==> src/rtl/core/c2dp_pkg.sv <==
// Package for the complex to dB and phase converter.
// Holds widths, rotation and log constants and the sideband word types.
// No dependencies.
package c2dp_pkg;

  localparam int TABLE_STAGES        = 24;
  localparam int ROTATION_STAGES_DEF = 16;
  localparam int XW                  = 35;
  localparam int ZW                  = 26;
  localparam int NW                  = 31;
  localparam int FRAC_BITS           = 16;
  localparam int LW                  = 26;
  localparam int PW                  = 47;

  localparam logic [21:0] ATAN_Q16 [TABLE_STAGES] = '{
    22'd2949120, 22'd1740967, 22'd919879, 22'd466945, 22'd234379, 22'd117304,
    22'd58666, 22'd29335, 22'd14668, 22'd7334, 22'd3667, 22'd1833,
    22'd917, 22'd458, 22'd229, 22'd115, 22'd57, 22'd29,
    22'd14, 22'd7, 22'd4, 22'd2, 22'd1, 22'd0
  };

  localparam logic signed [LW-1:0] LOG2_GAIN_Q16     = 26'sd47163;
  localparam logic signed [20:0]   DB_PER_OCTAVE_Q16 = 21'sd394566;
  localparam logic signed [ZW:0]   HALF_TURN_Q16     = 27'sd11796480;
  localparam logic signed [18:0]   WRAP_HI           = 19'sd23040;
  localparam logic signed [18:0]   FULL_TURN_Q7      = 19'sd46080;
  localparam logic [9:0]           EXP_BIAS          = 10'd158;
  localparam logic signed [15:0]   DB_MIN            = 16'sh8000;

  typedef struct packed {
    logic       last;
    logic       bad;
    logic       zero;
    logic       rneg;
    logic       ineg;
    logic [7:0] emax;
  } side_t;

  typedef struct packed {
    logic               last;
    logic               bad;
    logic               zero;
    logic [7:0]         emax;
    logic [5:0]         lead;
    logic signed [15:0] ang;
  } tail_t;

endpackage

==> src/rtl/core/c2dp_sq_cell.sv <==
// One log2 fraction cell: square, compare, renormalise, emit one bit.
// Depends on c2dp_pkg.
module c2dp_sq_cell (
  input  logic                                 clk_i,
  input  logic                                 rst_ni,
  input  logic                                 en_i,
  input  logic                                 valid_i,
  input  logic [c2dp_pkg::NW-1:0]              n_i,
  input  logic [c2dp_pkg::FRAC_BITS-1:0]       frac_i,
  input  c2dp_pkg::tail_t                      tail_i,
  output logic                                 valid_o,
  output logic [c2dp_pkg::NW-1:0]              n_o,
  output logic [c2dp_pkg::FRAC_BITS-1:0]       frac_o,
  output c2dp_pkg::tail_t                      tail_o
);
  logic [2*c2dp_pkg::NW-1:0] sq;
  logic [31:0]               sh;
  logic valid_q;

  assign sq = n_i * n_i;
  assign sh = sq[61:30];

  always_ff @(posedge clk_i or negedge rst_ni) begin
    if (!rst_ni) begin
      valid_q <= 1'b0;
    end else if (en_i) begin
      valid_q <= valid_i;
    end
  end

  always_ff @(posedge clk_i) begin
    if (en_i) begin
      tail_o <= tail_i;
      frac_o <= {frac_i[c2dp_pkg::FRAC_BITS-2:0], sh[31]};
      n_o    <= sh[31] ? sh[31:1] : sh[30:0];
    end
  end

  assign valid_o = valid_q;
endmodule

==> config.mk <==
export PLATFORM = sky130hd
export DESIGN_NAME = c2dp_sq_cell
export DESIGN_NICKNAME = d
export VERILOG_FILES = /design/src/rtl/core/c2dp_pkg.sv /design/src/rtl/core/c2dp_sq_cell.sv
export SDC_FILE = /design/constraint.sdc
export NUM_CORES = 2
export LEC_CHECK = 0
export BUFFER_PORTS_ARGS = -buffer_cell sky130_fd_sc_hd__buf_4
export CAP_MARGIN = 20
export CORE_AREA = 2 2 267 269
export CTS_BUF_LIST = sky130_fd_sc_hd__clkbuf_4 sky130_fd_sc_hd__clkbuf_8
export DETAILED_ROUTE_END_ITERATION = 16
export DIE_AREA = 0 0 269 271
export GPL_ROUTABILITY_DRIVEN = 0
export GPL_TIMING_DRIVEN = 0
export SLEW_MARGIN = 20
export SYNTH_ARGS = -nofsm -noshare
export SYNTH_HDL_FRONTEND = slang
export SYNTH_SLANG_ARGS = --single-unit
export TNS_END_PERCENT = 100
==> constraint.sdc <==
create_clock -name clk_i -period 1 [get_ports clk_i]
set_input_delay 0.1 -clock clk_i [delete_from_list [all_inputs] [get_ports clk_i]]
set_output_delay 0.1 -clock clk_i [all_outputs]
set_load 0.005 [all_outputs]
* Word level (Yosys, flattened, before mapping)
Index checks and enable logic that the tools add are counted.
** Storage, ports and cells
- Bits in registers :: 81
- Bits in latches :: 0
- Memory bits (writable) :: 0
- Bits in read-only memories :: 0
- Input bits :: 84
- Output and inout bits :: 81
- Word-level logic and storage cells :: 12
- Memories kept :: 0
** Cells by class
- Add/sub/neg operators :: 0
- $mul :: 1
- Divide/modulo/power cells :: 0
- Order comparisons :: 0
- Eq/ne operators :: 0
- Shift operators :: 0
- Muxes and demuxes :: 1
- Bitwise gates (word level) :: 0
- Reduce and logical (&&, ||, !) cells :: 0
** Operators with widths (count)
- multiplier 31 x 31 -> 62 bit :: 1
- two-way mux 30 bit :: 1

* Logic depth before layout (Yosys ltp)
- Depth after elaboration :: 2
- Mapped depth :: 30
- Mapped depth without buffers :: 26

* Least setup slack after synthesis
No wires, ideal clock.
- Kind :: in2reg
- Start point :: in n_i[6] in the netlist's numbering
- End point :: reg n_o[10] in the netlist's numbering, data pin
- Library setup time :: 0.260 ns
- Arrival time :: 7.541 ns
- Data required time :: 0.740 ns
- Path slack :: -6.801 ns
- Stages :: 26
- Buffers on the path :: 3
- Path through :: clkbuf_1 > clkbuf_1 > nand2_1 > fa_1 > inv_1 > fa_1 > fa_1 > inv_1 > fa_1 > inv_1 > fa_1 > inv_1 > fa_1 > inv_1 > fa_1 > fa_1 > ha_1 > nand4_1 > a211o_1 > o41a_1 > nor3_2 > o31ai_2 > o41ai_2 > xnor2_1 > buf_6 > mux2_4
** On the way
- Longest elaborated chain between the ends :: 2
** Ends and longest elaborated chain
- from (decl) :: line c2dp_sq_cell.sv:8 : input logic [c2dp_pkg::NW-1:0] n_i,
- multiplier 31 x 31 -> 62 bit :: line c2dp_sq_cell.sv:20 : assign sq = n_i * n_i;
- two-way mux 30 bit :: line c2dp_sq_cell.sv:35 : n_o <= sh[31] ? sh[31:1] : sh[30:0];
- to (signal assigned) :: line c2dp_sq_cell.sv:35
- to (decl) :: line c2dp_sq_cell.sv:12 : output logic [c2dp_pkg::NW-1:0] n_o,
No other way between the ends.
A chain may end at the register's enable or synchronous reset.

* Worst setup path in the final report
- Start point :: in n_i[12] in the netlist's numbering
- End point :: reg n_o[4] in the netlist's numbering, data pin
The elaborated chain is that of the path after synthesis.

==> metrics.yaml <==
status: "finished, violations left"
violations: "setup timing"
rsz0062_at_grt: "true"
routed_wl_microns: 90580
clockBufferDepth: 2
ys_ff_latch: 81
layout-drive-gt1-share_pct: 14.26
avgRoutedWirePerCell_microns: 21.27
yosys_most_used_dff: "edfxtp_1"
grt_pass1_vias: 23427
finClkSkew_ns: 0
portBuffers: 157
setup_ws_ns: -6.492
synth_warnings: 0
ys_seq_area_share_pct: 8.133
dr.pass1.iters: 5
num-fill-cells: 6525
clkSinkCount: 81
cpMostUsedCell: "fa_1"
grt_use_total_pct: 25.81
area_growth_pct: 18.04
initial_utilization_pct: 42.76
dp_slack_ns: -8.104
core-area_sq_mm: 0.06979
clkTransAtPathRegs_ns: 0.08
avgSynthCellArea_sq_um: 9.866
slowest_stage: "fa_1"
reg2reg_from: "valid_o"
worst_pin_slew_ns: 0.7611
pin_count: 165
cp.arrival_ns: 7.60
final_nets: 4412
insertion_delay_ns: 0.35
cts_buffers: 9
end_kind: "flop"
antenna_found_initial: 7
worst_slew_margin_rel_pct: 49.26
dieArea_sq_mm: 0.07290
ys_types: 65
critPathCapture: "n_o[4]"
critPathMaxFanout: 7
ant_nets: 0
cts_tree: "built"
r2r_cells: 1
slew_violations: 0
cpPeakStageDelay_ns: 0.55
synth_cells: 3025
hold_violations: 0
final.period_utilization_pct: 749.2
first_iter_violations: 1508
grt_first_pass_wirelength_microns: 138800
hpwl_microns: 74750
clockRootBuffer: "clkbuf_8"
viasPerCell: 5.041
cp-startpoint: "n_i[12]"
setup_violations: 32
r2r-end: "valid_o"
grt_overflow: 0
maxCapViolCount: 0
cts-htree-levels: 3
startpoint_type: "primary input"
fp.dieH_microns: 271
vias: 21469
synth_fp_nets: 4125
final_cell_area_sq_mm: 0.03523
synthesis.area_sq_mm: 0.02984
rows: 97
synth_edf_count: 80
hp-class: "in2async"
synthArstFlopShare_pct: 1.235
fmax_mhz: 133.5
grt_max_degree: 82
finalCriticalPeriod_ns: 7.492
dpl_cell_area_sq_mm: 0.03244
crit_type: "in2reg"
cp_data_required_time_ns: 1.11
r2r_setup_slack_ns: 0.23
die_w_microns: 269
drc: 0
cells in the final DEF, fill, tap and decap left out, types with 9 or more instances in the layout:
| cell | synthesis | routed |
|---|---|---|
| inv_1 | 917 | 910 |
| fa_1 | 747 | 728 |
| nand2_1 | 296 | 289 |
| ha_1 | 269 | 261 |
| buf_4 | 0 | 189 |
| and2_1 | 189 | 186 |
| edfxtp_1 | 80 | 80 |
| a21oi_1 | 64 | 53 |
| dlygate4sd3_1 | 0 | 50 |
| nor2_1 | 54 | 45 |
| buf_6 | 3 | 34 |
| xnor2_1 | 34 | 32 |
| clkbuf_16 | 0 | 31 |
| clkbuf_8 | 0 | 30 |
| a21o_1 | 28 | 28 |
| mux2_4 | 26 | 27 |
| o21ai_0 | 30 | 26 |
| xor2_1 | 23 | 23 |
| nand4_1 | 21 | 21 |
| clkbuf_4 | 0 | 20 |
| fa_2 | 0 | 19 |
| clkbuf_2 | 0 | 16 |
| nand3_1 | 12 | 12 |
| buf_12 | 0 | 11 |
| clkbuf_1 | 107 | 11 |
| a21oi_2 | 0 | 9 |
routing by layer:
| metal | wire, microns | share of wire (%) | GRT usage (%) | up-vias |
|---|---|---|---|---|
| met5 | 0 | 0 | 0 | - |
| met4 | 4752 | 5.2 | 10.75 | 0 |
| met3 | 7571 | 8.4 | 5.079 | 195 |
| met2 | 43270 | 48 | 41.86 | 782 |
| met1 | 34980 | 39 | 33.72 | 11075 |
| li1 | - | - | - | 9417 |
synth_stat cells, types with 5 or more instances:
library cell | instances | area share [%]
ha_1 | 269 | 11
a21o_1 | 28 | 0.70
inv_1 | 917 | 12
o21ai_0 | 30 | 0.50
a21oi_1 | 64 | 1.1
nand2_1 | 296 | 3.7
mux2_4 | 26 | 1.3
nand4_1 | 21 | 0.44
o21bai_1 | 8 | 0.20
clkbuf_1 | 107 | 1.3
a31o_2 | 7 | 0.21
edfxtp_1 | 80 | 8.0
nand3_1 | 12 | 0.20
xor2_1 | 23 | 0.67
nor2_1 | 54 | 0.68
fa_1 | 747 | 50
o21a_1 | 6 | 0.15
or2_2 | 6 | 0.13
xnor2_1 | 34 | 1.0
nor2b_1 | 7 | 0.15
mux2i_1 | 5 | 0.17
and3_1 | 8 | 0.17
nor3_1 | 5 | 0.084
and2_1 | 189 | 4.0
a211oi_1 | 6 | 0.15
registers in the layout (all words and copies together) (netlist names):
| name | cells |
|---|---|
| valid_o | 1 |
| n_o | 31 |
| tail_o | 33 |
| frac_o | 16 |
cells by family (layout without fill, tap and decap cells):
| logic type | count (synthesis) | count (layout) | share of synthesized area (%) |
|---|---|---|---|
| AOI/OAI and AO/OA | 187 | 187 | 4.113 |
| xor gates and xnor gates | 57 | 57 | 1.673 |
| adders and majority gates | 1016 | 1016 | 61.39 |
| buffers and inverters | 1031 | 1323 | 13.04 |
| DFF | 81 | 81 | 8.133 |
| muxes | 35 | 35 | 1.627 |
| other | 0 | 2 | 0 |
| and+or+nand+nor | 618 | 618 | 10.02 |
stage by stage:
stage | instances | util (%) | hold slack [ns] | setup TNS (ns)
after floorplan | 3025 | - | -0.1956 | -197.24
after global placement | 4122 | 46.49 | -0.1235 | -282.69
after detailed placement | 4122 | 46.49 | -0.1235 | -282.80
after CTS | 4248 | 50.05 | 0.03283 | -204.98
after global routing | 4257 | 50.47 | 0.06393 | -212.21
final | 4259 | 50.48 | 0.06513 | -204.74
worst min-delay path by stage:
stage	start	endpoint	slack, ns	depth (start not counted)
detailed placement	rst_ni	valid_o	-0.12	1
floorplan	rst_ni	valid_o	-0.20	0
finish	rst_ni	valid_o	0.07	2
global route	rst_ni	valid_o	0.06	2
global placement	rst_ni	valid_o	-0.12	1
CTS	rst_ni	valid_o	0.03	2
critical path: cells and delay by family:
kind | cells | cell delay (ns)
mux | 1 | 0.29
compound gates | 2 | 0.34
buf+inv | 11 | 1.46
xor+xnor | 1 | 0.19
simple gates | 5 | 0.80
fa+ha+maj | 9 | 4.37
cell type report:
| cell class | instances | area, sq um | share of cell area (%) |
|---|---|---|---|
| multi-input cells | 1913 | 23970 | 68.04 |
| inverters | 919 | 3468 | 9.846 |
| repair buffers | 281 | 2514 | 7.136 |
| flip-flops and latches | 81 | 2427 | 6.890 |
| plain buffers | 107 | 1461 | 4.148 |
| well taps | 940 | 1176 | 3.339 |
| clock buffers | 12 | 152.6 | 0.4333 |
| clock inverters | 4 | 53.80 | 0.1527 |
| diodes | 2 | 5.005 | 0.01421 |
what timing repair did:
item	in CTS	in global routing
resized for setup	281	59
cloned	3	0
hold buffers	50	0
setup endpoints to repair	38	90
pin swaps	56	20
setup buffers	59	13
endpoints found under the hold margin	50	0
Power is not shown: default switching activity piles up to over one toggle a cycle in this logic, so the estimate is an artifact.
