## config.mk

```make
export PLATFORM = sky130hd
export DESIGN_NAME = c2dp_rot_cell
export DESIGN_NICKNAME = d
export VERILOG_FILES = /design/src/rtl/core/c2dp_pkg.sv /design/src/rtl/core/c2dp_rot_cell.sv
export SDC_FILE = /design/constraint.sdc
export NUM_CORES = 1
export LEC_CHECK = 0
export ABC_AREA = 1
export BUFFER_PORTS_ARGS = -buffer_cell sky130_fd_sc_hd__buf_2
export CAP_MARGIN = 40
export CORE_ASPECT_RATIO = 1.2
export CORE_MARGIN = 8
export CORE_UTILIZATION = 45
export CTS_CLUSTER_SIZE = 10
export DETAILED_ROUTE_END_ITERATION = 8
export PLACE_DENSITY = 0.7
export SKIP_CTS_REPAIR_TIMING = 1
export SLEW_MARGIN = 20
export SYNTH_ARGS = -nofsm -noshare
export SYNTH_HDL_FRONTEND = slang
export SYNTH_SLANG_ARGS = --single-unit
```

## constraint.sdc

```tcl
create_clock -name clk_i -period 2.23 [get_ports clk_i]
set_input_delay 0.446 -clock clk_i [delete_from_list [all_inputs] [get_ports clk_i]]
set_output_delay 0.446 -clock clk_i [all_outputs]
set_load 0.01 [all_outputs]
```

## src/rtl/core/c2dp_pkg.sv

```systemverilog
// Package for the complex to dB and phase converter.
// Holds widths, rotation and log constants and the sideband word types.
// No dependencies.
package c2dp_pkg;

  localparam int TABLE_STAGES        = 24;
  localparam int ROTATION_STAGES_DEF = 16;
  localparam int XW                  = 35;
  localparam int ZW                  = 26;
  localparam int NW                  = 31;
  localparam int FRAC_BITS           = 16;
  localparam int LW                  = 26;
  localparam int PW                  = 47;

  localparam logic [21:0] ATAN_Q16 [TABLE_STAGES] = '{
    22'd2949120, 22'd1740967, 22'd919879, 22'd466945, 22'd234379, 22'd117304,
    22'd58666, 22'd29335, 22'd14668, 22'd7334, 22'd3667, 22'd1833,
    22'd917, 22'd458, 22'd229, 22'd115, 22'd57, 22'd29,
    22'd14, 22'd7, 22'd4, 22'd2, 22'd1, 22'd0
  };

  localparam logic signed [LW-1:0] LOG2_GAIN_Q16     = 26'sd47163;
  localparam logic signed [20:0]   DB_PER_OCTAVE_Q16 = 21'sd394566;
  localparam logic signed [ZW:0]   HALF_TURN_Q16     = 27'sd11796480;
  localparam logic signed [18:0]   WRAP_HI           = 19'sd23040;
  localparam logic signed [18:0]   FULL_TURN_Q7      = 19'sd46080;
  localparam logic [9:0]           EXP_BIAS          = 10'd158;
  localparam logic signed [15:0]   DB_MIN            = 16'sh8000;

  typedef struct packed {
    logic       last;
    logic       bad;
    logic       zero;
    logic       rneg;
    logic       ineg;
    logic [7:0] emax;
  } side_t;

  typedef struct packed {
    logic               last;
    logic               bad;
    logic               zero;
    logic [7:0]         emax;
    logic [5:0]         lead;
    logic signed [15:0] ang;
  } tail_t;

endpackage

```

## src/rtl/core/c2dp_rot_cell.sv

```systemverilog
// One vectoring rotation cell: shift-add step and angle accumulate.
// Depends on c2dp_pkg.
module c2dp_rot_cell #(
  parameter int IDX = 0
) (
  input  logic                           clk_i,
  input  logic                           rst_ni,
  input  logic                           en_i,
  input  logic                           valid_i,
  input  logic signed [c2dp_pkg::XW-1:0] x_i,
  input  logic signed [c2dp_pkg::XW-1:0] y_i,
  input  logic signed [c2dp_pkg::ZW-1:0] z_i,
  input  c2dp_pkg::side_t                side_i,
  output logic                           valid_o,
  output logic signed [c2dp_pkg::XW-1:0] x_o,
  output logic signed [c2dp_pkg::XW-1:0] y_o,
  output logic signed [c2dp_pkg::ZW-1:0] z_o,
  output c2dp_pkg::side_t                side_o
);
  localparam logic signed [c2dp_pkg::ZW-1:0] ATAN =
    signed'({{(c2dp_pkg::ZW-22){1'b0}}, c2dp_pkg::ATAN_Q16[IDX]});
  logic signed [c2dp_pkg::XW-1:0] xs, ys;
  logic valid_q;

  assign xs = x_i >>> IDX;
  assign ys = y_i >>> IDX;

  always_ff @(posedge clk_i or negedge rst_ni) begin
    if (!rst_ni) begin
      valid_q <= 1'b0;
    end else if (en_i) begin
      valid_q <= valid_i;
    end
  end

  always_ff @(posedge clk_i) begin
    if (en_i) begin
      side_o <= side_i;
      if (!y_i[c2dp_pkg::XW-1]) begin
        x_o <= x_i + ys;
        y_o <= y_i - xs;
        z_o <= z_i + ATAN;
      end else begin
        x_o <= x_i - ys;
        y_o <= y_i + xs;
        z_o <= z_i - ATAN;
      end
    end
  end

  assign valid_o = valid_q;
endmodule

```

# Word level (Yosys, flattened, before mapping)
# Cells that the tools add are included.
# totals
reg_bits,110
inputBits,113
out_inout_bits,110
word_cells,18
# classes
addsub,5
n_mux,3
# ops
operator,n
two-way mux 35 bit,2
subtractor 35 bit,2
adder 35 bit,1
adder 26 x 23 -> 26 bit (second input constant),1
two-way mux 26 bit,1
subtractor 26 x 23 -> 26 bit (second input constant),1

# Logic depth before layout (Yosys ltp)
# Gate-level depths: netlist (run 1).
# depth
depth_word,2
mapped_depth,18
ltp_nobuf,17

# Least setup slack after synthesis (run 1)
# Ideal clock, no wire load.
# synth_path
kind,input port to flip-flop
from,input y_i[34] in the netlist's numbering
to,register z_o[22] in the netlist's numbering (data pin)
arrival_ns,2.139
setup_slack_ns,-0.167
stages,9
path_cell_list,clkbuf_1 clkinv_1 buf_4 fa_1 o21ai_0 a21oi_1 nor2_1 nor2_1 xnor2_1
# synth_between
elab_chain_len,1
# synth_lines
element,line,source
from (decl),c2dp_rot_cell.sv:11,"input logic signed [c2dp_pkg::XW-1:0] y_i,"
two-way mux 26 bit,c2dp_rot_cell.sv:39,if (!y_i[c2dp_pkg::XW-1]) begin
to (signal assigned),c2dp_rot_cell.sv:42,z_o <= z_i + ATAN;
to (signal assigned),c2dp_rot_cell.sv:46,z_o <= z_i - ATAN;
to (decl),c2dp_rot_cell.sv:17,"output logic signed [c2dp_pkg::ZW-1:0] z_o,"
# Every way passes these cells.
# A chain may end at the register's enable or synchronous reset.

# Worst setup path after layout (run 1)
# layout_path
from,input x_i[14] in the netlist's numbering
to,register y_o[31] in the netlist's numbering (data pin)
# layout_between
elab_chain_len,2
elab_cells_between_ends,3
# layout_lines
element,line,source
from (decl),c2dp_rot_cell.sv:10,"input logic signed [c2dp_pkg::XW-1:0] x_i,"
subtractor 35 bit / adder 35 bit (equally long branches),"c2dp_rot_cell.sv:41, c2dp_rot_cell.sv:45",
two-way mux 35 bit (*),c2dp_rot_cell.sv:39,
to (signal assigned),c2dp_rot_cell.sv:41,y_o <= y_i - xs;
to (signal assigned),c2dp_rot_cell.sv:45,y_o <= y_i + xs;
to (decl),c2dp_rot_cell.sv:16,"output logic signed [c2dp_pkg::XW-1:0] y_o,"
# Every way passes the cells marked *; elsewhere a longest branch is shown, timed or not.

==> impl_results.md, run 1 <==
* DRT Wirelength at approximately 42000 um
* Drt pass-1 iters at 5
* Post-DP Area at 0.0150 sq mm
* Count leader, synth: nand2_1
* Yosys Warn Count at 0
* Initial Utilization at 45.4%
* First-pass GRT wire length at 66000 um
* Synthesized net count at 1848
* Worst slew pin tran at 0.458 ns
* CP required at 2.37 ns
* Worst path slowest cell: ha_2
* Critical path endpoint category: flop
* Number of register bits inferred by synthesis at 109
* Area delta synth->final at 34.5%
* Synth Flop Type: edfxtp_1
* Remaining DRCs at 0
* Crit path DAT at about 2.3 ns
* Final setup skew at 0 ns
* Total Die Area at between 0.03 and 0.04 sq mm
* Core Region at around 0.025 sq mm
* Avg WL per Cell at 17.4 um
* Aggregate global routing overflow at 0
* Worst-path fanout max at 9
* Most frequent cells after synthesis: nand2_1, inv_1, nand3_1
* Fin nets at 2331
* Row cnt at 64
* Vias per Instance at 5.12
* Post-synth top area share at around 28%
* Root Buffer: clkbuf_16
* Main combinational cell family by area after synthesis: simple AND/OR/NAND/NOR gates
* Clk buf depth at 2
* Synth unique cells at 47
* CP Launch Type: primary input
* TritonCTS clock tree: built
* Share of cells above drive strength 1 at 34.1%
* Slew HR at between 60 and 70%
* Fin. max-slew vios at 0
* Via count at 12500
* Vias in the first global route at 12700
* Synth Area in Compound Gates at 14.0%
* Cell count after synthesis at about 1600
* Peak VDD IR at 0.000400 V
* Initial antenna violation count at 2
* # clock sinks at 109
* Final Wtd Congestion at 0.990
* Endpoints failing hold at 0
* Cell family with most CP delay: compound AO/OA/AOI/OAI gates
* RSZ-0062 raised after global routing: false
* Top cell type by total area after synthesis: edfxtp_1
* PD cells at 524 mW/mm^2
* Seq/Total Area, Yosys at 28.4%
* Crit share post-route at between 90% and 100%
* Area of the mapped netlist at 0.0115 sq mm
* Final worst slack at 0.0793 ns
* H-tree levels at 3
* Die Wd at 162 um
* Synth Area in Adders at 12.7%
* Buffers added on ports at 222
* Syn Area/Cell at 7.09 sq um
* Pre-CTS setup slack at -0.404 ns
* HP Class: primary input to flop
* Synth Area in Simple Gates at 30.8%
* DP HPWL at 36200 um
* Clock Latency Late Sink at 0.37 ns
* XOR/XNOR Fraction of Synth Area at 2.74%
* WS Path Type: primary input to flop
* Number of antenna diodes at 0
* Setup violators final at 0
* Die Height at 191 um
* Max-Cap Viols at 0
* Fin crit period at roughly 2.2 ns
* Iter 0 DRT Violations at 837
* Final ANT Viol Nets at 0
* Critical Path, Cell by Cell: buf_2 > inv_1 > ha_2 > inv_2 > a21oi_1 > o21ai_0 > a21oi_1 > nand2_2 > nand3_2 > nand3_1 > nand3_1 > nand2_1
* Static Leak at ~7.9 nW
* Max Clk Rate at 465 MHz
* Ys async rst share at 0.917%
* Mux cell area share after synthesis at less than 1%
* Post-synth EDFFs at between 100 and 150
* Clock buffer count from CTS at 9
* Status: completed
* Clock transition at path regs at ~0.080 ns
* Ports at 223
* Largest net degree at the start of global routing at 70
* Synth area leaders: edfxtp_1, nand2_1, ha_1
* Final Instance Area at 0.0155 sq mm
* Slowest stage delay, CP at 0.44 ns
* Sum of buffers and inverters on the critical path at 3
* Total track usage at a little over a quarter
## kinds of logic (layout without fill, tap and decap cells)
logic type / Yosys count / count (layout)
compound gates: 276 / 276
flops: 109 / 109
simple gates: 788 / 788
xor+xnor: 36 / 36
buf+inv: 297 / 785
mux: 1 / 1
fa+ha+maj: 114 / 114
## per-layer routing
| metal | GRT usage (%) | routed length (um) | vias to the layer above | share of wire (%) |
|---|---|---|---|---|
| li1 | - | - | 6238 | - |
| met1 | 32.2 | 17600 | 5698 | 42 |
| met2 | 47.8 | 20400 | 452 | 48 |
| met3 | 3.99 | 2730 | 84 | 6.4 |
| met4 | 12.3 | 1700 | 4 | 4.0 |
| met5 | 0 | 26 | - | 0.061 |
## state kept, by name, summed over array words and instances, names as in the netlist
name and flops:
side_o 13, y_o 34, x_o 35, z_o 26, valid_o 1
## final cells by class
type	count	area (sq um)
Timing Repair Buffer	518	3440
Clock buffer	9	225
Clock inverter	7	87.6
Multi-Input combinational cell	1215	7080
Sequential cell	109	3270
Tap cell	330	413
Fill cell	2428	9850
Inverter	251	943
## through the flow
stage	setup TNS [ns]	hold slack, ns	cells	total power [mW]	utilization [%]
after detailed placement	-14.84	0.226	2420	6.33	59.2
after global placement	-14.21	0.225	2420	6.28	59.2
after global routing	0	0.234	2439	8.58	61.1
final	0	0.245	2439	8.09	61.1
after floorplan	0	0.150	1621	4.63	-
after CTS	0	-0.182	2436	8.07	60.4
## path summary, 6_finish.rpt
path	from	cells past startpoint	to	slack, ns
max in group asynchronous	rst_ni	2	valid_o$_DFFE_PN0P_	1.78
max reg2reg	valid_o$_DFFE_PN0P_	1	valid_o$_DFFE_PN0P_	1.49
min in group asynchronous	rst_ni	2	valid_o$_DFFE_PN0P_	0.37
max	x_i[14]	12	y_o[31]$_DFFE_PP_	0.08
min	z_i[10]	1	z_o[10]$_DFFE_PP_	0.25
min reg2reg	valid_o$_DFFE_PN0P_	1	valid_o$_DFFE_PN0P_	0.52
## layout by cell type, fill, tap and decap left out, types with 32 or more instances in the layout
master    instances
nand2_1         409
a21oi_1         108
inv_1           220
ha_1             85
edfxtp_1        108
nor2_1          108
buf_2           221
buf_4           288
xor2_1           32
o21ai_0          68
nand3_1         147
nand2_2          37
## power breakdown
group,switching [mW],internal [mW]
clock,0.905,0.809
sequential,0.0986,2.59
combinational,2.14,1.55
No activity file was read; power rests on OpenSTA's default activity.
==> run 2: changes to the inputs <==
--- a/config.mk
+++ b/config.mk
@@ -13,2 +13,3 @@
 export CORE_UTILIZATION = 45
+export CTS_BUF_LIST = sky130_fd_sc_hd__clkbuf_4 sky130_fd_sc_hd__clkbuf_8
 export CTS_CLUSTER_SIZE = 10
==> constraint.sdc (replaced) <==
create_clock -name clk_i -period 2.23 [get_ports clk_i]
set_input_delay 0.223 -clock clk_i [delete_from_list [all_inputs] [get_ports clk_i]]
set_output_delay 0.223 -clock clk_i [all_outputs]
set_load 0.01 [all_outputs]
==> run 2 against run 1 <==
Effect of this change:
- non-clock buffer count stayed put
- register-to-register slack worse by 0.02 ns
- clock-buffer cell count stayed put
- worst hold slack worse by 0.24 ns
- largest cell class unchanged
- critical endpoint is now x_o[32]$_DFFE_PP_
- sequential power hardly changed
- final cell count stayed put
- sequential cell count stayed put
- die area stayed put
==> impl_results.md, run 2 (synthesized netlist as in run 1, its figures left out) <==
* Status: completed
* Fin crit period at 2.09 ns (-0.0604 ns)
* Final ANT Viol Nets at 0 (unchanged)
* Clock buffer count from CTS at 9 (unchanged)
* WS Path Type: primary input to flop
* Ports at 223 (unchanged)
* Reg-to-reg startpoint: valid_o$_DFFE_PN0P_
* Max FFs per register at 35 (unchanged)
* Core Region at 0.0253 sq mm (unchanged)
* Clock Latency Late Sink at 0.41 ns (+0.04 ns)
* Initial Utilization at 45.4% (unchanged)
* Pre-CTS setup slack at -0.284 ns (+0.120 ns)
* Vias per Instance at 5.10 (-0.26%)
* Root Buffer: clkbuf_8
* Slowest stage delay, CP at 0.49 ns (+0.05 ns)
* # clock sinks at 109 (unchanged)
* Area of the multi-input gates at 0.00694 sq mm (-2.1%)
* Max-Cap Viols at 0 (unchanged)
* Most frequent cells in the layout: nand2_1, buf_4, inv_1
* Reg2Reg Depth at 1 (unchanged)
* Iter 0 DRT Violations at 782 (-6.6%)
* Final Wtd Congestion at 0.964 (-2.6%)
* PD cells at 501 mW/mm^2 (-4.3%)
* Non-Filler Instances at 2439 (unchanged)
* RSZ-0062 raised after global routing: false
* Row cnt at 64 (unchanged)
* Design Power at 7.61 mW (-6.0%)
* Avg WL per Cell at 17.5 um (+0.37%)
* H-tree levels at 3 (unchanged)
* Worst path slowest cell: ha_1
* Area delta synth->final at 32.2%
* Total track usage at 26.9% (-0.22 points)
* Final setup skew at 0 ns (unchanged)
* Die Wd at 162 um (unchanged)
* Critical path endpoint category: flop
* HP Class: primary input to flop
* Crit. Startpoint: x_i[7]
* Initial antenna violation count at 0 (-2)
* Setup violators final at 0 (unchanged)
* Hold path startpoint: z_i[1]
* Clock transition at path regs at 0.12 ns (+0.04 ns)
* Vias in the first global route at 12500 (-1.8%)
* FF-to-FF setup slack at 1.47 ns (-0.02 ns)
* Static Leak at 7.87 nW (-0.61%)
* CP dominant cell by count: nand2_1
* Share of cells above drive strength 1 at 30.8% (-3.3 points)
* Drt pass-1 iters at 6 (+1)
* Worst reg2reg endpoint: valid_o$_DFFE_PN0P_
* Clk buf depth at 2 (unchanged)
* Path length in cells of the critical path at 15 (+3)
* Aggregate global routing overflow at 0 (unchanged)
* DP HPWL at 36900 um (+2.1%)
* Slew HR at 47.0% (-22 points)
* Flip-flop and latch area at 0.00327 sq mm (unchanged)
* Die Height at 191 um (unchanged)
* Final worst slack at 0.140 ns (+0.0604 ns)
* DRT Wirelength at 42700 um (+0.37%)
* Crit path DAT at 2.28 ns (about the same)
* Worst slew pin tran at 0.795 ns (+0.337 ns)
* CP Launch Type: primary input
* Sum of buffers and inverters on the critical path at 4 (+1)
* Largest net degree at the start of global routing at 70 (unchanged)
* # fillers at 2407 (-0.86%)
* Remaining DRCs at 0 (unchanged)
* Critical Path, Cell by Cell: buf_2 > inv_1 > ha_1 > nand2_4 > buf_4 > o21ai_0 > inv_1 > nand2_1 > nand2_1 > nand2_1 > nand2_1 > nand2_1 > nand2_1 > nand3_1 > nand2_1
* Total Die Area at 0.0309 sq mm (unchanged)
* Most flop-heavy register: x_o
* TritonCTS clock tree: built
* Buffers added on ports at 222 (unchanged)
* CP required at 2.42 ns (+0.05 ns)
* First-pass GRT wire length at 65300 um (-1.1%)
* Placed Cells at 2398 (-0.91%)
* Max Clk Rate at 478 MHz (+2.9%)
* Via count at 12400 (-0.26%)
* Endpoints failing hold at 0 (unchanged)
* Biggest regs: x_o (35), y_o (34), z_o (26)
* Crit share post-route at 93.7% (-2.7 points)
* Commonest non-fill, non-tap cell in the layout: nand2_1
* Fin nets at 2331 (unchanged)
* Peak VDD IR at 0.000285 V (-29%)
* Number of antenna diodes at 0 (unchanged)
* Critical path destination: x_o[32]$_DFFE_PP_
* Fin. max-slew vios at 0 (unchanged)
* Worst-path fanout max at 7 (-2)
* Cell family with most CP delay: simple AND/OR/NAND/NOR gates
==> run 2: changes by cell type in the layout (fill, tap and decap cells not counted), moves of 4 or more <==
cell,previous run,this run
o21ai_0,68,75
clkbuf_16,9,0
ha_1,85,110
clkbuf_8,0,9
o21ai_1,22,15
a21oi_2,22,13
inv_1,220,224
a21oi_1,108,117
buf_12,8,3
dlygate4sd3_1,1,25
ha_2,23,0
buf_4,288,269
==> run 2: final cells by class <==
cell class              count  area share [%]
clock inverters             7           0.494
well taps                 330            2.72
flip-flops and latches    109            21.5
inverters                 251            6.20
multi-input cells        1215            45.7
clock buffers               9           0.815
repair buffers            518            22.6
==> run 2: worst min-delay path by stage <==
| stage | end | slack (ns) | cells after the start |
|---|---|---|---|
| 4_1_cts | valid_o$_DFFE_PN0P_ | -0.46 | 1 |
| 2_1_floorplan | valid_o$_DFFE_PN0P_ | -0.07 | 0 |
| 6_report | z_o[1]$_DFFE_PP_ | 0.002 | 1 |
| 3_3_place_gp | valid_o$_DFFE_PN0P_ | -0.003 | 1 |
| 3_5_place_dp | valid_o$_DFFE_PN0P_ | -0.001 | 1 |
| 5_1_grt | z_o[1]$_DFFE_PP_ | -0.005 | 1 |
==> run 2: metrics by stage <==
stage / hold WS, ns / setup TNS, ns / util (%) / area [sq um]
after detailed placement: -0.00110 / -5.34 / 58.3 / 14700
after floorplan: -0.0726 / 0 / - / 11500
after CTS: -0.460 / 0 / 59.1 / 14900
after global routing: -0.00490 / 0 / 60.0 / 15200
final: 0.00195 / 0 / 60.0 / 15200
after global placement: -0.00256 / -5.56 / 58.3 / 14700
==> run 2: metal layers <==
| metal | up-vias | track usage (%) | routed length [um] |
|---|---|---|---|
| met5 | - | 0 | 0 |
| met4 | 0 | 9.70 | 1230 |
| met3 | 56 | 3.58 | 2150 |
| met2 | 382 | 48.7 | 21000 |
| met1 | 5769 | 32.0 | 18200 |
| li1 | 6236 | - | - |
==> run 2: report_power, final <==
group          total [mW]  switching (mW)  leakage (nW)  internal, mW
sequential           2.68          0.0934          1.07          2.58
combinational        3.64            2.14          6.70          1.50
clock                1.29           0.845         0.104         0.448
total                7.61            3.08          7.87          4.54
