--- src/rtl/core/c2dp_pkg.sv ---
// Package for the complex to dB and phase converter.
// Holds widths, rotation and log constants and the sideband word types.
// No dependencies.
package c2dp_pkg;

  localparam int TABLE_STAGES        = 24;
  localparam int ROTATION_STAGES_DEF = 16;
  localparam int XW                  = 35;
  localparam int ZW                  = 26;
  localparam int NW                  = 31;
  localparam int FRAC_BITS           = 16;
  localparam int LW                  = 26;
  localparam int PW                  = 47;

  localparam logic [21:0] ATAN_Q16 [TABLE_STAGES] = '{
    22'd2949120, 22'd1740967, 22'd919879, 22'd466945, 22'd234379, 22'd117304,
    22'd58666, 22'd29335, 22'd14668, 22'd7334, 22'd3667, 22'd1833,
    22'd917, 22'd458, 22'd229, 22'd115, 22'd57, 22'd29,
    22'd14, 22'd7, 22'd4, 22'd2, 22'd1, 22'd0
  };

  localparam logic signed [LW-1:0] LOG2_GAIN_Q16     = 26'sd47163;
  localparam logic signed [20:0]   DB_PER_OCTAVE_Q16 = 21'sd394566;
  localparam logic signed [ZW:0]   HALF_TURN_Q16     = 27'sd11796480;
  localparam logic signed [18:0]   WRAP_HI           = 19'sd23040;
  localparam logic signed [18:0]   FULL_TURN_Q7      = 19'sd46080;
  localparam logic [9:0]           EXP_BIAS          = 10'd158;
  localparam logic signed [15:0]   DB_MIN            = 16'sh8000;

  typedef struct packed {
    logic       last;
    logic       bad;
    logic       zero;
    logic       rneg;
    logic       ineg;
    logic [7:0] emax;
  } side_t;

  typedef struct packed {
    logic               last;
    logic               bad;
    logic               zero;
    logic [7:0]         emax;
    logic [5:0]         lead;
    logic signed [15:0] ang;
  } tail_t;

endpackage

--- src/rtl/core/c2dp_front.sv ---
// Front stage: byte order, float decode and exponent alignment.
// Depends on c2dp_pkg.
module c2dp_front (
  input  logic                          clk_i,
  input  logic                          rst_ni,
  input  logic                          en_i,
  input  logic                          valid_i,
  input  logic                          swap_i,
  input  logic [31:0]                   real_word_i,
  input  logic [31:0]                   imag_word_i,
  input  logic                          last_i,
  output logic                          valid_o,
  output logic signed [c2dp_pkg::XW-1:0] x_o,
  output logic signed [c2dp_pkg::XW-1:0] y_o,
  output c2dp_pkg::side_t               side_o
);
  logic [31:0] rw, iw;
  logic [7:0]  er, ei, ere, eie, d;
  logic [23:0] mr, mi;
  logic [31:0] ar, ai;
  logic [31:0] x_d, y_d;
  c2dp_pkg::side_t side_d;
  logic valid_q;

  always_comb begin
    rw = swap_i ? {real_word_i[7:0], real_word_i[15:8], real_word_i[23:16],
                   real_word_i[31:24]} : real_word_i;
    iw = swap_i ? {imag_word_i[7:0], imag_word_i[15:8], imag_word_i[23:16],
                   imag_word_i[31:24]} : imag_word_i;
    er  = rw[30:23];
    ei  = iw[30:23];
    mr  = {(er != 8'd0), rw[22:0]};
    mi  = {(ei != 8'd0), iw[22:0]};
    ere = (er == 8'd0) ? 8'd1 : er;
    eie = (ei == 8'd0) ? 8'd1 : ei;
    ar  = {mr, 8'd0};
    ai  = {mi, 8'd0};
    if (ere >= eie) begin
      d   = ere - eie;
      x_d = ar;
      y_d = ai >> d;
      side_d.emax = ere;
    end else begin
      d   = eie - ere;
      y_d = ai;
      x_d = ar >> d;
      side_d.emax = eie;
    end
    side_d.last = last_i;
    side_d.bad  = (er == 8'hFF) || (ei == 8'hFF);
    side_d.zero = (rw[30:0] == 31'd0) && (iw[30:0] == 31'd0);
    side_d.rneg = rw[31];
    side_d.ineg = iw[31];
  end

  always_ff @(posedge clk_i or negedge rst_ni) begin
    if (!rst_ni) begin
      valid_q <= 1'b0;
    end else if (en_i) begin
      valid_q <= valid_i;
    end
  end

  always_ff @(posedge clk_i) begin
    if (en_i) begin
      x_o    <= signed'({{(c2dp_pkg::XW-32){1'b0}}, x_d});
      y_o    <= signed'({{(c2dp_pkg::XW-32){1'b0}}, y_d});
      side_o <= side_d;
    end
  end

  assign valid_o = valid_q;
endmodule

--- config.mk ---
export PLATFORM = sky130hd
export DESIGN_NAME = c2dp_front
export DESIGN_NICKNAME = d
export VERILOG_FILES = /design/src/rtl/core/c2dp_pkg.sv /design/src/rtl/core/c2dp_front.sv
export SDC_FILE = /design/constraint.sdc
export NUM_CORES = 1
export LEC_CHECK = 0
export BUFFER_PORTS_ARGS = -buffer_cell sky130_fd_sc_hd__buf_2
export CAP_MARGIN = 20
export CORE_ASPECT_RATIO = 1.25
export CORE_UTILIZATION = 57
export CTS_CLUSTER_DIAMETER = 150
export CTS_CLUSTER_SIZE = 8
export DETAILED_ROUTE_END_ITERATION = 7
export HOLD_SLACK_MARGIN = 0.03
export PLACE_DENSITY_LB_ADDON = 0.3
export SLEW_MARGIN = 20
export SYNTH_ARGS = -nofsm -noshare
export SYNTH_HDL_FRONTEND = slang
export SYNTH_SLANG_ARGS = --single-unit
--- constraint.sdc ---
create_clock -name clk_i -period 0.8 [get_ports clk_i]
set_input_delay 0.08 -clock clk_i [delete_from_list [all_inputs] [get_ports clk_i]]
set_output_delay 0.08 -clock clk_i [all_outputs]
set_load 0.05 [all_outputs]
==> impl_metrics.env, run 1 <==
export IMPL_ys_warn_count=0
export IMPL_syn_area_um2=7630
export IMPL_synthCells=832
export IMPL_htreeDepth=3
export IMPL_die_h_um=131
export IMPL_status="stopped before the end"
export IMPL_num_rows=46
export IMPL_start_util_pct=59.2
export IMPL_yosysSeqAreaShare_pct=30.6
export IMPL_place_area_um2=11100
export IMPL_yosys_register_bits=78
export IMPL_gp_congestion=1.04
export IMPL_cts_repair_timing_setup_buffer_count=30
export IMPL_dpl_hpwl_um=25500
export IMPL_synth_cell_types=75
export IMPL_die_x_um=105
export IMPL_ios=154
export IMPL_hold_buffers=4
export IMPL_synthFlopType="edfxtp_1"
export IMPL_synth_edf_count=77
export IMPL_cts_path_max_buffers=2
export IMPL_tool_error="[ERROR DPL-0038] Utilization greater than 100%, impossible to legalize"
export IMPL_tritoncts_num_buffers=9
export IMPL_lastStage="4_1_cts"
export IMPL_cts_root_buf="clkbuf_16"
export IMPL_clkSinkCount=78
export IMPL_dp_cells=1401
export IMPL_io_buffer_count=147
export IMPL_cts_repair_resized=306
export IMPL_async_flop_share_pct=1.28
export IMPL_synth_area_per_cell_um2=9.17
synthesized netlist by cell type, types with 5 or more instances:
cell type,n,area [µm²]
mux2i_1,105,1050
nand2_1,100,375
nor2_1,83,312
edfxtp_1,77,2310
o21ai_0,47,235
o22ai_1,34,213
mux2_2,33,372
clkbuf_1,26,97.6
inv_1,24,90.1
buf_2,23,115
a21oi_1,22,110
mux4_2,21,473
nor3_1,17,85.1
ha_1,15,188
nor4_1,15,93.8
a211oi_1,12,90.1
buf_4,11,82.6
a31oi_1,10,62.6
nand3_1,10,50.1
o211ai_1,8,60.1
or4_1,8,60.1
xnor2_1,7,61.3
a211o_1,6,52.6
a21o_1,6,45.0
o21a_1,6,45.0
o221ai_1,6,52.6
and2_1,5,31.3
and3_1,5,31.3
nand2b_1,5,31.3
nand4_1,5,31.3
o32ai_1,5,43.8
or2_2,5,31.3
logic make-up after synthesis:
| logic type | Yosys count | synth area share, % |
|---|---|---|
| flip-flops | 78 | 30.6 |
| multiplexers | 159 | 24.8 |
| AND/OR/NAND/NOR | 270 | 16.2 |
| adder cells (fa/ha/maj) | 17 | 2.98 |
| other | 1 | 0.0491 |
| buffers and inverters | 91 | 5.69 |
| XOR/XNOR | 11 | 1.26 |
| AO/OA/AOI/OAI | 205 | 18.3 |
stage by stage:
| stage | worst slack [ns] | TNS (ns) |
|---|---|---|
| 2_1_floorplan | -2.81 | -183.69 |
| 3_3_place_gp | -3.24 | -208.01 |
| 3_5_place_dp | -3.38 | -215.85 |
==> run 2, diff against run 1 <==
--- a/config.mk
+++ b/config.mk
@@ -7,13 +7,9 @@
 export LEC_CHECK = 0
 export BUFFER_PORTS_ARGS = -buffer_cell sky130_fd_sc_hd__buf_2
 export CAP_MARGIN = 20
-export CORE_ASPECT_RATIO = 1.25
-export CORE_UTILIZATION = 57
-export CTS_CLUSTER_DIAMETER = 150
-export CTS_CLUSTER_SIZE = 8
+export CORE_UTILIZATION = 40
 export DETAILED_ROUTE_END_ITERATION = 7
-export HOLD_SLACK_MARGIN = 0.03
-export PLACE_DENSITY_LB_ADDON = 0.3
+export PLACE_DENSITY_LB_ADDON = 0.15
 export SLEW_MARGIN = 20
 export SYNTH_ARGS = -nofsm -noshare
 export SYNTH_HDL_FRONTEND = slang
==> impl_metrics.env, run 2 <==
export IMPL_arrival_ns=3.41
export IMPL_final_common_cell="buf_4"
export IMPL_dp_cells=1451
export IMPL_setup_ws_ns=-2.52
export IMPL_netlist_top_cells_count="mux2i_1, nand2_1, nor2_1, edfxtp_1, o21ai_0"
export IMPL_cp_end_kind="flop"
export IMPL_routed_via_density=5.82
export IMPL_drive_gt1_share_pct=58.8
export IMPL_tns_ns=-187.79
export IMPL_path_cells="buf_6, or4_4, nor4_4, o211ai_1, and2_4, inv_1, ha_4, fa_2, buf_12, buf_12, mux2i_1, nor2_2, a21oi_4, mux4_2, a21oi_2, o22ai_1"
export IMPL_yosys_register_bits=78
export IMPL_seqCellArea_um2=2340
export IMPL_top_regs="x_o x32, y_o x32, side_o x13"
export IMPL_layout_nets=1379
export IMPL_critical_path_slowest_cell="or4_4"
export IMPL_synth_top_area_share_pct=30.3
export IMPL_relSlewSlack_pct=56.0
export IMPL_synthCells=832
export IMPL_vias=8910
export IMPL_topRoutingLayerUsed="met4"
export IMPL_wl_met3_um=1960
export IMPL_drt_total_wl_um=32100
export IMPL_p_total_mw=30.8
export IMPL_yosysSeqAreaShare_pct=30.6
export IMPL_antenna_found_initial=0
export IMPL_maxCapViolCount=0
export IMPL_crit_path_start="imag_word_i[23]"
export IMPL_yosysMostFrequentCell="mux2i_1"
export IMPL_p_leak_nw=5.96
export IMPL_area_growth_pct=78.9
export IMPL_path_clk_slew_ns=0.06
export IMPL_final_cell_mix="buf_4, buf_6, nand2_1"
export IMPL_synth_area_per_cell_um2=9.17
export IMPL_grt_pass1_wl_um=49500
export IMPL_start_kind="input port"
export IMPL_worstPathMaxFanout=7
export IMPL_routed_wl_met2_um=15300
export IMPL_synthFlopType="edfxtp_1"
export IMPL_htreeDepth=3
export IMPL_finalCritPeriodShare_pct=414
export IMPL_synth_edf_count=77
export IMPL_ir_drop_uv=1320
export IMPL_n_fill_cell=1343
export IMPL_violations="negative setup slack"
export IMPL_dpl_hpwl_um=23100
export IMPL_grt_pass1_vias=8899
export IMPL_cts_tree="done"
export IMPL_antenna_cells=0
export IMPL_critPathMaxStageDelay_ns=0.54
export IMPL_die_h_um=140
export IMPL_hold_violations=0
export IMPL_final_cells=1531
export IMPL_postRouteAntennaNets=0
export IMPL_ys_top_cells_by_area="edfxtp_1, mux2i_1, mux4_2"
export IMPL_post_route_min_period_ns=3.32
export IMPL_cellPowerDensity_nw_per_um2=2260
export IMPL_rsz0062_at_grt="yes"
export IMPL_cts_root_buf="clkbuf_16"
export IMPL_maxSlewViolCount=0
export IMPL_yosys_area_top_type="edfxtp_1"
export IMPL_synth_cell_types=75
export IMPL_finalHoldWorstSlack_ns=0.0428
export IMPL_timing_rr_start="valid_o"
export IMPL_fin_area_um2=13700
export IMPL_worstHoldPathType="in2async"
export IMPL_drc=0
export IMPL_grt_total_usage_pct=32.7
export IMPL_ios=154
export IMPL_overflow=0
export IMPL_place_area_um2=11100
export IMPL_core_um2=18700
export IMPL_fmax_mhz=302
export IMPL_die_x_um=140
export IMPL_status="finished, violations left"
export IMPL_setup_viol=152
export IMPL_clk_latency_ns=0.34
export IMPL_fin_skew_ns=0
export IMPL_gp_congestion=0.962
export IMPL_cts_path_max_buffers=2
export IMPL_grt_max_degree=31
export IMPL_tritoncts_num_buffers=9
export IMPL_multiInputGateArea_um2=6090
export IMPL_io_buffer_count=147
export IMPL_die_area_um2=19600
export IMPL_routedWlPerCell_um=20.9
export IMPL_syn_area_um2=7630
export IMPL_tightestPinTransition_ns=0.657
export IMPL_worst_endpoint_required_ns=0.90
export IMPL_path_common_cell="buf_12"
export IMPL_drt_iter0_drc=700
export IMPL_first_pass_iters=5
export IMPL_start_util_pct=40.8
export IMPL_path_class="in2reg"
export IMPL_async_flop_share_pct=1.28
export IMPL_num_rows=50
export IMPL_clkSinkCount=78
export IMPL_met1Wirelength_um=13800
export IMPL_ys_warn_count=0
==> run 2: cell counts after synthesis <==
No cell type changed its count.
==> run 2: cells by family after synthesis <==
family          after synthesis  synth area share [%]
other cells                   1                0.0491
fa+ha+maj                    17                  2.98
buf+inv                      91                  5.69
simple gates                270                  16.2
compound gates              205                  18.3
xor+xnor                     11                  1.26
mux                         159                  24.8
flops                        78                  30.6
==> run 2: final cells by class <==
type	instances	area share (%)
clock buffers	10	1.68
clock inverters	6	0.623
inverters	24	0.660
multi-input cells	668	44.6
flip-flops and latches	78	17.1
well taps	234	2.14
repair buffers	511	33.1
==> run 2: worst max-delay path: cells and delay by family <==
| kind | cells | cell delay (ns) |
|---|---|---|
| simple gates | 4 | 1.11 |
| fa+ha+maj | 2 | 0.65 |
| mux | 2 | 0.61 |
| buf+inv | 4 | 0.50 |
| compound gates | 4 | 0.46 |
==> run 2: power breakdown <==
part	leakage, nW	internal (mW)	switching, mW
Combinational	5.05	9.64	11.2
Clock	0.151	2.73	1.77
Sequential	0.753	5.16	0.248
==> run 2: what timing repair did <==
action                                  in CTS  in global routing
resized for setup                          339                 57
pin swaps                                   40                 29
endpoints found under the setup margin     154                152
hold buffers                                 3                  0
gates cloned                                 6                  0
setup buffers                               72                 16
endpoints found under the hold margin        3                  0
==> run 2: layer usage <==
| layer | vias to the layer above | GRT usage (%) |
|---|---|---|
| met2 | 396 | 54.1 |
| met1 | 4343 | 43.2 |
| met4 | 0 | 13.1 |
| met3 | 76 | 4.41 |
| li1 | 4095 | - |
| met5 | - | 0 |
==> run 2: stage by stage <==
stage,setup WS [ns],util (%)
floorplan,-2.81,-
global placement,-2.97,59.6
detailed placement,-3.07,59.6
CTS,-2.47,71.8
global route,-2.65,73.0
finish,-2.52,73.0
==> run 2: worst paths after layout <==
kind / slack (ns) / end / cells after the start
setup / recovery: -2.52 / y_o[12] / 16
hold / removal: 0.04 / valid_o / 2
setup reg to reg: 0.03 / valid_o / 1
hold reg to reg: 0.53 / valid_o / 1
max in group asynchronous: 0.66 / valid_o / 2
min in group clk_i: 0.05 / side_o[9] / 2
Note: power is estimated with default switching activity, not from simulation.
==> run 3, diff against run 2 <==
--- a/config.mk
+++ b/config.mk
@@ -7,6 +7,7 @@
 export LEC_CHECK = 0
 export BUFFER_PORTS_ARGS = -buffer_cell sky130_fd_sc_hd__buf_2
 export CAP_MARGIN = 20
+export CORE_MARGIN = 10
 export CORE_UTILIZATION = 40
 export DETAILED_ROUTE_END_ITERATION = 7
 export PLACE_DENSITY_LB_ADDON = 0.15
==> impl_metrics.env, run 3 (same netlist as run 2, synthesis figures left out) <==
export IMPL_worstHoldPathType="in2async"
export IMPL_layout_nets=1392
export IMPL_ir_drop_uv=1290
export IMPL_setup_viol=153
export IMPL_final_cells=1544
export IMPL_timing_rr_start="valid_o"
export IMPL_finalCritPeriodShare_pct=418
export IMPL_path_class="in2reg"
export IMPL_relSlewSlack_pct=62.8
export IMPL_tritoncts_num_buffers=9
export IMPL_ff2ff_path_depth=2
export IMPL_grt_total_usage_pct=27.0
export IMPL_dp_cells=1470
export IMPL_ios=154
export IMPL_final_util_pct=74.5
export IMPL_final_common_cell="buf_4"
export IMPL_top_regs="x_o x32, y_o x32, side_o x13"
export IMPL_vias=9422
export IMPL_fmax_mhz=299
export IMPL_drt_iter0_drc=946
export IMPL_die_h_um=158
export IMPL_cellPowerDensity_nw_per_um2=2310
export IMPL_dpl_hpwl_um=24700
export IMPL_cp_end_kind="flop"
export IMPL_worstPathMaxFanout=6
export IMPL_rr_endpoint="valid_o"
export IMPL_worst_endpoint_required_ns=0.98
export IMPL_fin_skew_ns=0
export IMPL_drc=0
export IMPL_routedWlPerCell_um=23.5
export IMPL_postRouteAntennaNets=0
export IMPL_arrival_ns=3.53
export IMPL_cts_path_max_buffers=2
export IMPL_die_x_um=158
export IMPL_grt_pass1_vias=9373
export IMPL_tightestPinTransition_ns=0.556
export IMPL_antenna_found_initial=0
export IMPL_routed_via_density=6.10
export IMPL_io_buffer_count=147
export IMPL_post_route_min_period_ns=3.35
export IMPL_critPathMaxStageDelay_ns=0.64
export IMPL_cts_root_buf="clkbuf_16"
export IMPL_p_leak_nw=6.06
export IMPL_num_rows=50
export IMPL_clk_latency_ns=0.35
export IMPL_maxSlewViolCount=0
export IMPL_gp_congestion=0.991
export IMPL_clkSinkCount=78
export IMPL_critical_path_slowest_cell="fa_2"
export IMPL_maxCapViolCount=0
export IMPL_area_growth_pct=83.3
export IMPL_grt_max_degree=31
export IMPL_path_clk_slew_ns=0.07
export IMPL_setup_ws_ns=-2.55
export IMPL_core_um2=18800
export IMPL_violations="negative setup slack"
export IMPL_antenna_cells=0
export IMPL_htreeDepth=3
export IMPL_start_kind="input port"
export IMPL_status="finished, violations left"
export IMPL_overflow=0
export IMPL_path_cells="buf_6, or4b_4, o22ai_4, nand2_2, nand2_2, inv_2, ha_4, fa_2, buf_12, buf_8, mux2i_4, mux2i_2, mux2_4, nor2_4, nor2_4, a211oi_2"
export IMPL_start_util_pct=40.7
export IMPL_cts_tree="done"
export IMPL_drt_total_wl_um=36300
export IMPL_r2r_slack_ns=-0.10
export IMPL_grt_pass1_wl_um=52200
export IMPL_rsz0062_at_grt="yes"
export IMPL_final_cell_mix="buf_4, buf_6, nand2_1"
export IMPL_first_pass_iters=6
export IMPL_drive_gt1_share_pct=61.1
export IMPL_die_area_um2=25000
export IMPL_hold_violations=0
## run 3: how the worst max path moves through the flow
stage / startpoint / endpoint / slack, ns / cells after the start
floorplan: imag_word_i[23] / x_o[10] / -2.81 / 14
CTS: imag_word_i[23] / x_o[10] / -2.47 / 16
global route: imag_word_i[23] / y_o[14] / -2.62 / 15
detailed placement: imag_word_i[23] / x_o[9] / -3.03 / 16
global placement: imag_word_i[23] / x_o[9] / -2.93 / 15
finish: real_word_i[2] / y_o[3] / -2.55 / 16
## run 3: through the flow
stage	TNS [ns]	instance area [µm²]	setup WS [ns]	total power [mW]	hold WS, ns
after detailed placement	-205.20	11200	-3.03	22.1	-0.143
after global placement	-201.97	11200	-2.93	22.1	-0.144
after global routing	-195.44	14000	-2.62	33.4	0.0350
after CTS	-180.66	13600	-2.47	30.2	0.0142
after floorplan	-183.69	8130	-2.81	15.1	-0.216
final	-185.69	14000	-2.55	32.3	0.0360
## run 3: area by class of cell
type                       instances  area, µm²
inverter                          24       92.6
multi-input combinational        669       6380
clock buffer                      11        233
fill                            1229       4780
tap                              234        293
timing repair buffer             523       4570
clock inverter                     5       81.3
sequential                        78       2340
## run 3: power by group
group / switching, mW / internal, mW
Sequential: 0.247 / 5.16
Clock: 1.76 / 2.74
Combinational: 12.3 / 10.1
## run 3: repair_timing
action                                  CTS  global route
cloned                                    8             0
setup buffers                            51            10
endpoints found under the setup margin  154           153
hold buffers                              3             0
endpoints found under the hold margin     3             0
gates resized for setup                 372            86
pin swaps                                43            40
## run 3: critical path, delay by kind of cell
| kind | cells | cell delay [ns] |
|---|---|---|
| AO/OA/AOI/OAI | 2 | 0.45 |
| adder cells (fa/ha/maj) | 2 | 0.80 |
| buffers and inverters | 4 | 0.44 |
| multiplexers | 3 | 0.85 |
| AND/OR/NAND/NOR | 5 | 0.90 |
## run 3: routing by layer
metal  track usage [%]  share of wire (%)
met3              5.21                8.6
met4              14.1                5.1
met2              43.8                 47
met5                 0                  0
met1              33.2                 39
